$ cat src/sv/vsid_pkg.sv
package vsid_pkg;

    localparam int CoordWidth  = 12;
    localparam int GainWidth   = 16;
    localparam int LimitWidth  = 20;
    localparam int TimeWidth   = 20;
    localparam int DtWidth     = 17;
    localparam int ErrWidth    = 13;
    localparam int SpeedWidth  = 21;
    localparam int MulAWidth   = 30;
    localparam int MulBWidth   = 18;
    localparam int ProdWidth   = MulAWidth + MulBWidth;
    localparam int AddWidth    = 24;
    localparam int GainShift   = 24;
    localparam int CfgIdxWidth = 3;

    localparam logic [LimitWidth-1:0] LIMIT_CAP = 20'd524288;
    localparam logic [DtWidth-1:0]    DT_MIN_US = 17'd1000;
    localparam logic [DtWidth-1:0]    DT_MAX_US = 17'd100000;

    localparam logic [CoordWidth-1:0] CENTER_H_RESET = 12'd180;
    localparam logic [CoordWidth-1:0] CENTER_V_RESET = 12'd180;
    localparam logic [GainWidth-1:0]  GAIN_T_RESET   = 16'd6108;
    localparam logic [GainWidth-1:0]  GAIN_F_RESET   = 16'd6108;
    localparam logic [LimitWidth-1:0] LIMIT_RESET    = 20'd196608;

    localparam logic [CfgIdxWidth-1:0] REG_CENTER_H = 3'd0;
    localparam logic [CfgIdxWidth-1:0] REG_CENTER_V = 3'd1;
    localparam logic [CfgIdxWidth-1:0] REG_GAIN_T   = 3'd2;
    localparam logic [CfgIdxWidth-1:0] REG_GAIN_F   = 3'd3;
    localparam logic [CfgIdxWidth-1:0] REG_LIMIT    = 3'd4;

    typedef struct packed {
        logic signed [MulAWidth-1:0] mul_a;
        logic signed [MulBWidth-1:0] mul_b;
        logic signed [AddWidth-1:0]  add_a;
        logic signed [AddWidth-1:0]  add_b;
        logic                        sub;
        logic [LimitWidth-1:0]       lim;
    } alu_req_t;

    typedef struct packed {
        logic signed [ProdWidth-1:0]  prod;
        logic signed [SpeedWidth-1:0] sum;
    } alu_rsp_t;

    typedef enum logic [9:0] {
        ST_IDLE    = 10'b00_0000_0001,
        ST_MUL_H   = 10'b00_0000_0010,
        ST_SCALE_H = 10'b00_0000_0100,
        ST_ACC_H   = 10'b00_0000_1000,
        ST_MUL_V   = 10'b00_0001_0000,
        ST_SCALE_V = 10'b00_0010_0000,
        ST_ACC_V   = 10'b00_0100_0000,
        ST_MIX_L   = 10'b00_1000_0000,
        ST_MIX_R   = 10'b01_0000_0000,
        ST_WRITE   = 10'b10_0000_0000
    } state_t;

endpackage

$ cat src/sv/visual_servo_integrator_drive_unit.sv
// Visual servo integral controller with differential drive mixing.
// Input stream: one request per control tick carrying the object position,
// the elapsed time and, on s_tuser, whether the object was seen.
// Output stream: one request per input with both wheel setpoints and both
// integrator values, signed Q4.16.
// Configuration: write cfg_data into register cfg_index while cfg_wr_en is
// high, only when no tick is in flight.
// A seen tick runs multiply, scale and accumulate on the turn axis, then on
// the forward axis, then the left and right mix and the write step; a lost
// tick goes straight to the write step. One 30x18 multiplier serves both axes
// and one add/clamp unit both axes and the mix; s_tready stays low until the write.
// The output register holds its request until m_tready; the next tick may be
// accepted meanwhile, but its result waits in the last step until the
// output register frees up.
// Reset clears both integrators, drops m_tvalid and restores the default
// configuration.
module visual_servo_integrator_drive_unit (
    input  logic                                aclk,
    input  logic                                aresetn,
    input  logic                                s_tvalid,
    output logic                                s_tready,
    // object_col[11:0], object_row[23:12], elapsed_us[43:24], zero fill
    input  logic [47:0]                         s_tdata,
    // object_seen
    input  logic                                s_tuser,
    output logic                                m_tvalid,
    input  logic                                m_tready,
    // left_speed[20:0], right_speed[41:21], turn_integral[62:42],
    // forward_integral[83:63], zero fill
    output logic [87:0]                         m_tdata,
    input  logic                                cfg_wr_en,
    input  logic [vsid_pkg::CfgIdxWidth-1:0]    cfg_index,
    input  logic [vsid_pkg::LimitWidth-1:0]     cfg_data
);
    import vsid_pkg::*;

    logic [CoordWidth-1:0] center_h_reg, center_h_next;
    logic [CoordWidth-1:0] center_v_reg, center_v_next;
    logic [GainWidth-1:0]  gain_t_reg, gain_t_next;
    logic [GainWidth-1:0]  gain_f_reg, gain_f_next;
    logic [LimitWidth-1:0] limit_reg, limit_next;

    always_comb begin
        center_h_next = center_h_reg;
        center_v_next = center_v_reg;
        gain_t_next   = gain_t_reg;
        gain_f_next   = gain_f_reg;
        limit_next    = limit_reg;
        if (cfg_wr_en) begin
            unique case (cfg_index)
                REG_CENTER_H: center_h_next = cfg_data[CoordWidth-1:0];
                REG_CENTER_V: center_v_next = cfg_data[CoordWidth-1:0];
                REG_GAIN_T:   gain_t_next   = cfg_data[GainWidth-1:0];
                REG_GAIN_F:   gain_f_next   = cfg_data[GainWidth-1:0];
                REG_LIMIT:    limit_next    = cfg_data;
                default: begin
                end
            endcase
        end
    end

    always_ff @(posedge aclk) begin
        if (!aresetn) begin
            center_h_reg <= CENTER_H_RESET;
            center_v_reg <= CENTER_V_RESET;
            gain_t_reg   <= GAIN_T_RESET;
            gain_f_reg   <= GAIN_F_RESET;
            limit_reg    <= LIMIT_RESET;
        end else begin
            center_h_reg <= center_h_next;
            center_v_reg <= center_v_next;
            gain_t_reg   <= gain_t_next;
            gain_f_reg   <= gain_f_next;
            limit_reg    <= limit_next;
        end
    end

    vsid_core u_core (
        .aclk      (aclk),
        .aresetn   (aresetn),
        .center_h  (center_h_reg),
        .center_v  (center_v_reg),
        .gain_t    (gain_t_reg),
        .gain_f    (gain_f_reg),
        .vel_limit (limit_reg),
        .s_tvalid  (s_tvalid),
        .s_tready  (s_tready),
        .s_tdata   (s_tdata),
        .s_tuser   (s_tuser),
        .m_tvalid  (m_tvalid),
        .m_tready  (m_tready),
        .m_tdata   (m_tdata)
    );

endmodule

$ cat src/sv/vsid_alu.sv
module vsid_alu (
    input  vsid_pkg::alu_req_t req,
    output vsid_pkg::alu_rsp_t rsp
);
    import vsid_pkg::*;

    logic signed [AddWidth:0]   sum_wide;
    logic signed [AddWidth:0]   lim_pos;
    logic signed [AddWidth:0]   lim_neg;
    logic signed [SpeedWidth-1:0] lim_s;

    always_comb begin
        rsp.prod = req.mul_a * req.mul_b;
        sum_wide = req.sub ? ({req.add_a[AddWidth-1], req.add_a}
                              - {req.add_b[AddWidth-1], req.add_b})
                           : ({req.add_a[AddWidth-1], req.add_a}
                              + {req.add_b[AddWidth-1], req.add_b});
        lim_pos  = $signed({{(AddWidth+1-LimitWidth){1'b0}}, req.lim});
        lim_neg  = -lim_pos;
        lim_s    = $signed({1'b0, req.lim});
        if (sum_wide > lim_pos) begin
            rsp.sum = lim_s;
        end else if (sum_wide < lim_neg) begin
            rsp.sum = -lim_s;
        end else begin
            rsp.sum = sum_wide[SpeedWidth-1:0];
        end
    end

endmodule

$ cat src/sv/vsid_core.sv
module vsid_core (
    input  logic                                 aclk,
    input  logic                                 aresetn,
    input  logic [vsid_pkg::CoordWidth-1:0]      center_h,
    input  logic [vsid_pkg::CoordWidth-1:0]      center_v,
    input  logic [vsid_pkg::GainWidth-1:0]       gain_t,
    input  logic [vsid_pkg::GainWidth-1:0]       gain_f,
    input  logic [vsid_pkg::LimitWidth-1:0]      vel_limit,
    input  logic                                 s_tvalid,
    output logic                                 s_tready,
    input  logic [47:0]                          s_tdata,
    input  logic                                 s_tuser,
    output logic                                 m_tvalid,
    input  logic                                 m_tready,
    output logic [87:0]                          m_tdata
);
    import vsid_pkg::*;

    state_t state_reg, state_next;

    logic signed [ErrWidth-1:0]   err_h_reg, err_h_next;
    logic signed [ErrWidth-1:0]   err_v_reg, err_v_next;
    logic [DtWidth-1:0]           dt_reg, dt_next;
    logic [LimitWidth-1:0]        lim_reg, lim_next;
    logic signed [ProdWidth-1:0]  prod_reg, prod_next;
    logic signed [SpeedWidth-1:0] turn_reg, turn_next;
    logic signed [SpeedWidth-1:0] fwd_reg, fwd_next;
    logic signed [SpeedWidth-1:0] left_reg, left_next;
    logic signed [SpeedWidth-1:0] right_reg, right_next;
    logic                         m_tvalid_reg, m_tvalid_next;
    logic [87:0]                  m_tdata_reg, m_tdata_next;

    logic [CoordWidth-1:0]        in_col;
    logic [CoordWidth-1:0]        in_row;
    logic [TimeWidth-1:0]         in_time;
    logic [DtWidth-1:0]           dt_clamped;
    logic                         accept;

    alu_req_t alu_req;
    alu_rsp_t alu_rsp;

    vsid_alu u_alu (
        .req (alu_req),
        .rsp (alu_rsp)
    );

    assign in_col   = s_tdata[11:0];
    assign in_row   = s_tdata[23:12];
    assign in_time  = s_tdata[43:24];
    assign s_tready = (state_reg == ST_IDLE);
    assign accept   = s_tvalid && s_tready;
    assign m_tvalid = m_tvalid_reg;
    assign m_tdata  = m_tdata_reg;

    always_comb begin
        priority if (in_time < TimeWidth'(DT_MIN_US)) begin
            dt_clamped = DT_MIN_US;
        end else if (in_time > TimeWidth'(DT_MAX_US)) begin
            dt_clamped = DT_MAX_US;
        end else begin
            dt_clamped = in_time[DtWidth-1:0];
        end
    end

    always_comb begin
        alu_req.mul_a = MulAWidth'(err_h_reg);
        alu_req.mul_b = $signed({2'b00, gain_t});
        alu_req.add_a = AddWidth'(turn_reg);
        alu_req.add_b = prod_reg[ProdWidth-1-:AddWidth];
        alu_req.sub   = 1'b0;
        alu_req.lim   = lim_reg;
        unique case (state_reg)
            ST_MUL_V: begin
                alu_req.mul_a = MulAWidth'(err_v_reg);
                alu_req.mul_b = $signed({2'b00, gain_f});
            end
            ST_SCALE_H, ST_SCALE_V: begin
                alu_req.mul_a = prod_reg[MulAWidth-1:0];
                alu_req.mul_b = $signed({1'b0, dt_reg});
            end
            ST_ACC_V: begin
                alu_req.add_a = AddWidth'(fwd_reg);
            end
            ST_MIX_L: begin
                alu_req.add_b = AddWidth'(fwd_reg);
                alu_req.sub   = 1'b1;
            end
            ST_MIX_R: begin
                alu_req.add_b = AddWidth'(fwd_reg);
            end
            default: begin
            end
        endcase
    end

    always_comb begin
        state_next    = state_reg;
        err_h_next    = err_h_reg;
        err_v_next    = err_v_reg;
        dt_next       = dt_reg;
        lim_next      = lim_reg;
        prod_next     = prod_reg;
        turn_next     = turn_reg;
        fwd_next      = fwd_reg;
        left_next     = left_reg;
        right_next    = right_reg;
        m_tvalid_next = m_tvalid_reg;
        m_tdata_next  = m_tdata_reg;

        if (m_tvalid_reg && m_tready) begin
            m_tvalid_next = 1'b0;
        end

        unique case (state_reg)
            ST_IDLE: begin
                if (accept) begin
                    err_h_next = $signed({1'b0, center_h}) - $signed({1'b0, in_col});
                    err_v_next = $signed({1'b0, center_v}) - $signed({1'b0, in_row});
                    dt_next    = dt_clamped;
                    lim_next   = (vel_limit > LIMIT_CAP) ? LIMIT_CAP : vel_limit;
                    if (s_tuser) begin
                        state_next = ST_MUL_H;
                    end else begin
                        turn_next  = '0;
                        fwd_next   = '0;
                        left_next  = '0;
                        right_next = '0;
                        state_next = ST_WRITE;
                    end
                end
            end
            ST_MUL_H: begin
                prod_next  = alu_rsp.prod;
                state_next = ST_SCALE_H;
            end
            ST_SCALE_H: begin
                prod_next  = alu_rsp.prod;
                state_next = ST_ACC_H;
            end
            ST_ACC_H: begin
                turn_next  = alu_rsp.sum;
                state_next = ST_MUL_V;
            end
            ST_MUL_V: begin
                prod_next  = alu_rsp.prod;
                state_next = ST_SCALE_V;
            end
            ST_SCALE_V: begin
                prod_next  = alu_rsp.prod;
                state_next = ST_ACC_V;
            end
            ST_ACC_V: begin
                fwd_next   = alu_rsp.sum;
                state_next = ST_MIX_L;
            end
            ST_MIX_L: begin
                left_next  = alu_rsp.sum;
                state_next = ST_MIX_R;
            end
            ST_MIX_R: begin
                right_next = alu_rsp.sum;
                state_next = ST_WRITE;
            end
            ST_WRITE: begin
                if (!m_tvalid_reg || m_tready) begin
                    m_tvalid_next = 1'b1;
                    m_tdata_next  = {4'b0000, fwd_reg, turn_reg, right_reg, left_reg};
                    state_next    = ST_IDLE;
                end
            end
            default: begin
                state_next = ST_IDLE;
            end
        endcase
    end

    always_ff @(posedge aclk) begin
        if (!aresetn) begin
            state_reg    <= ST_IDLE;
            turn_reg     <= '0;
            fwd_reg      <= '0;
            m_tvalid_reg <= 1'b0;
        end else begin
            state_reg    <= state_next;
            turn_reg     <= turn_next;
            fwd_reg      <= fwd_next;
            m_tvalid_reg <= m_tvalid_next;
        end
    end

    always_ff @(posedge aclk) begin
        err_h_reg   <= err_h_next;
        err_v_reg   <= err_v_next;
        dt_reg      <= dt_next;
        lim_reg     <= lim_next;
        prod_reg    <= prod_next;
        left_reg    <= left_next;
        right_reg   <= right_next;
        m_tdata_reg <= m_tdata_next;
    end

endmodule

$ cat config.mk
export PLATFORM = sky130hd
export DESIGN_NAME = visual_servo_integrator_drive_unit
export DESIGN_NICKNAME = d
export VERILOG_FILES = /design/src/sv/vsid_pkg.sv /design/src/sv/visual_servo_integrator_drive_unit.sv /design/src/sv/vsid_alu.sv /design/src/sv/vsid_core.sv
export SDC_FILE = /design/constraint.sdc
export NUM_CORES = 2
export LEC_CHECK = 0
export BUFFER_PORTS_ARGS = -buffer_cell sky130_fd_sc_hd__buf_2
export CORE_ASPECT_RATIO = 0.6
export CORE_MARGIN = 2
export CORE_UTILIZATION = 50
export CTS_CLUSTER_DIAMETER = 50
export DETAILED_ROUTE_END_ITERATION = 6
export PLACE_DENSITY = 0.67
export SKIP_CTS_REPAIR_TIMING = 1
export SLEW_MARGIN = 20
export SYNTH_ARGS = -nofsm -noshare
export SYNTH_HDL_FRONTEND = slang
export SYNTH_HIERARCHICAL = 1
export SYNTH_SLANG_ARGS = --single-unit
$ cat constraint.sdc
create_clock -name aclk -period 18.7 [get_ports aclk]
set_input_delay 1.87 -clock aclk [delete_from_list [all_inputs] [get_ports aclk]]
set_output_delay 1.87 -clock aclk [all_outputs]
set_load 0.03 [all_outputs]
==> out/metrics.yaml <==
timing:
  fin_crit_ns: 10.04
  tightest_slew_ns: 1.18
  setup_tns_ns: 0
  period_share_pct: 53.7
  fmax_mhz: 99.6
  setup-violations-final: 0
  max_slew_margin_pct: 20.9
  final_max_slew_viol_count: 0
  hold_viol: 0
  grt_setup_unrepaired: "false"
  skew_ns: 0.0246
worst_setup_path:
  crit_fanout: 31
  crit_arrival_ns: 10.34
  crit_path_frequent_cell: "fa_1"
  endpoint_kind: "register"
  required_ns: 19.00
  crit_path_max_incr_delay_ns: 0.78
  slowest_stage: "a22o_1"
  crit_path_start_kind: "register"
  crit_type: "reg2reg"
grt:
  grt-ovfl-total: 0
  antenna_found_initial: 6
  grt_pass1_wl_um: 158000
  grt_pass1_vias: 27200
  grt_max_degree: 104
  grtUsageTotal_pct: 26.3
cts:
  clk_path_buf_depth: 3
  cts_tree: "yes"
  insertion_delay_ns: 0.57
  cts-root-buf: "clkbuf_16"
  numCtsBuffers: 36
  cts_sinks: 366
  clkTransAtPathRegs_ns: 0.06
  cts_max_level: 2
detailed_routing:
  drt_drc_violations_left: 0
  drt_iter0_markers: 2416
  vias: 27400
  drt-wirelength-per-cell_um: 20.0
  ant_nets: 0
  wl_um: 99700
  drt_first_pass_iters: 6
  via_per_inst: 5.51
final_layout:
  final_core_utilization_pct: 54.8
  final_common_cell: "inv_1"
  post_route_cells_drive_above_1_share_pct: 8.23
  largest_reg_flops: 84
  final_cell_area_um2: 40600
  area_growth_pct: 7.78
  layout_common_cells: "658 x inv_1, 571 x nand2_1, 524 x fa_1, 279 x and2_1, 237 x edfxtp_1"
  final-instance-count-excl-fill: 4974
  fillers: 6604
  final_nets: 4769
flow_run:
  cap_violations: 0
floorplanning:
  core-area_um2: 74100
  dieWidth_um: 358
  start_util_pct: 50.9
  dieArea_um2: 77600
  io_pins: 167
  die-height_um: 217
  num_rows: 77
placement:
  postPlaceCellArea_um2: 39300
  dp.cells: 4906
  gp_congestion: 0.931
  hpwlAfterDp_um: 75500
  port_buffers: 158
synth:
  synth_edf_count: 237
  ys_seq_elements: 366
  syn_area_um2: 37700
  yosysSeqAreaShare_pct: 25.7
  synthCells: 3899
  synth_flop_cell: "edfxtp_1"
  syn_area_per_cell_um2: 9.66
  synth.distinct_cells: 89
  synth_warnings: 6
  synthArstFlopShare_pct: 0
min_path:
  hp-class: "reg2reg"
outcome:
  status: "finished, final reports clean"
==> per-stage QoR <==
step / setup slack [ns] / hold WS [ns]
after CTS: 8.82 / 0.418
final: 8.66 / 0.418
after floorplan: 10.52 / 0.400
after global routing: 8.26 / 0.424
after detailed placement: 8.86 / 0.405
after global placement: 8.90 / 0.403
==> logic make-up (layout without fill, tap and decap cells) <==
group	after synthesis	in the layout	synth area share [%]
flip-flops	366	366	25.7
AND/OR/NAND/NOR	1260	1260	16.4
XOR/XNOR	129	129	3.05
adder cells (fa/ha/maj)	735	735	34.9
buffers and inverters	849	925	8.66
AO/OA/AOI/OAI	434	434	7.81
other	1	13	0.00995
multiplexers	125	125	3.46
==> area by class of cell <==
cell class / instances / area [um^2] / area share, %
Clock inverter: 12 / 206 / 0.508
Multi-Input combinational cell: 2693 / 24800 / 61.1
Clock buffer: 53 / 1080 / 2.66
Timing Repair Buffer: 200 / 1110 / 2.73
Inverter: 660 / 2480 / 6.10
Antenna cell: 3 / 7.51 / 0.0185
Tap cell: 987 / 1230 / 3.04
Sequential cell: 366 / 9700 / 23.9
==> synthesized netlist by cell type, types with 12 or more instances <==
master	instances	share of area [%]
mux2_2	30	0.90
nand2_1	575	5.7
nor3_1	43	0.57
xnor2_1	100	2.3
a21o_1	67	1.3
o21a_1	15	0.30
buf_2	27	0.36
xor2_1	28	0.65
edfxtp_1	237	19
fa_1	524	28
a22oi_1	28	0.56
a31oi_1	17	0.28
o211ai_1	14	0.28
o21ai_0	57	0.76
clkbuf_1	151	1.5
mux2_1	12	0.36
inv_1	658	6.6
nor4_1	16	0.27
nor2_1	117	1.2
nand3_1	49	0.65
and3_1	18	0.30
nand4_1	14	0.23
a211oi_1	16	0.32
ha_1	211	7.0
mux2i_1	83	2.2
a21oi_1	100	1.3
o22ai_1	44	0.73
dfxtp_1	129	6.9
nand2b_1	29	0.48
nor2b_1	66	1.1
and2_1	280	4.6
==> critical path, delay by kind of cell, from the launching register on <==
kind | cells | cell delay [ns]
AOI/OAI and AO/OA | 9 | 3.63
buffers and inverters | 4 | 0.57
DFF | 1 | 0.40
and+or+nand+nor | 4 | 1.25
adders and majority gates | 7 | 3.58
muxes | 1 | 0.30
==> routing by layer <==
layer  GRT usage [%]  vias up  share of wire, %  wire length (um)
met1            42.3    13500                49             48600
met3            5.96      107                10             10000
met4            4.35        0               1.6              1590
met5               0        -                 0                 0
li1                -    12500                 -                 -
met2            36.0     1196                40             39400
==> worst paths after layout <==
path	start	end	slack [ns]	cells after the start
worst max-delay path	u_core/state_reg[2]	u_core/prod_reg[38]	8.66	25
worst min-delay path	u_core/right_reg[0]	u_core/m_tdata[21]	0.42	0
worst max register to register	u_core/state_reg[2]	u_core/prod_reg[38]	8.66	25
worst min register to register	u_core/right_reg[0]	u_core/m_tdata[21]	0.42	0
Power is not shown: default switching activity piles up to over one toggle a cycle in this logic, so the estimate is an artifact.
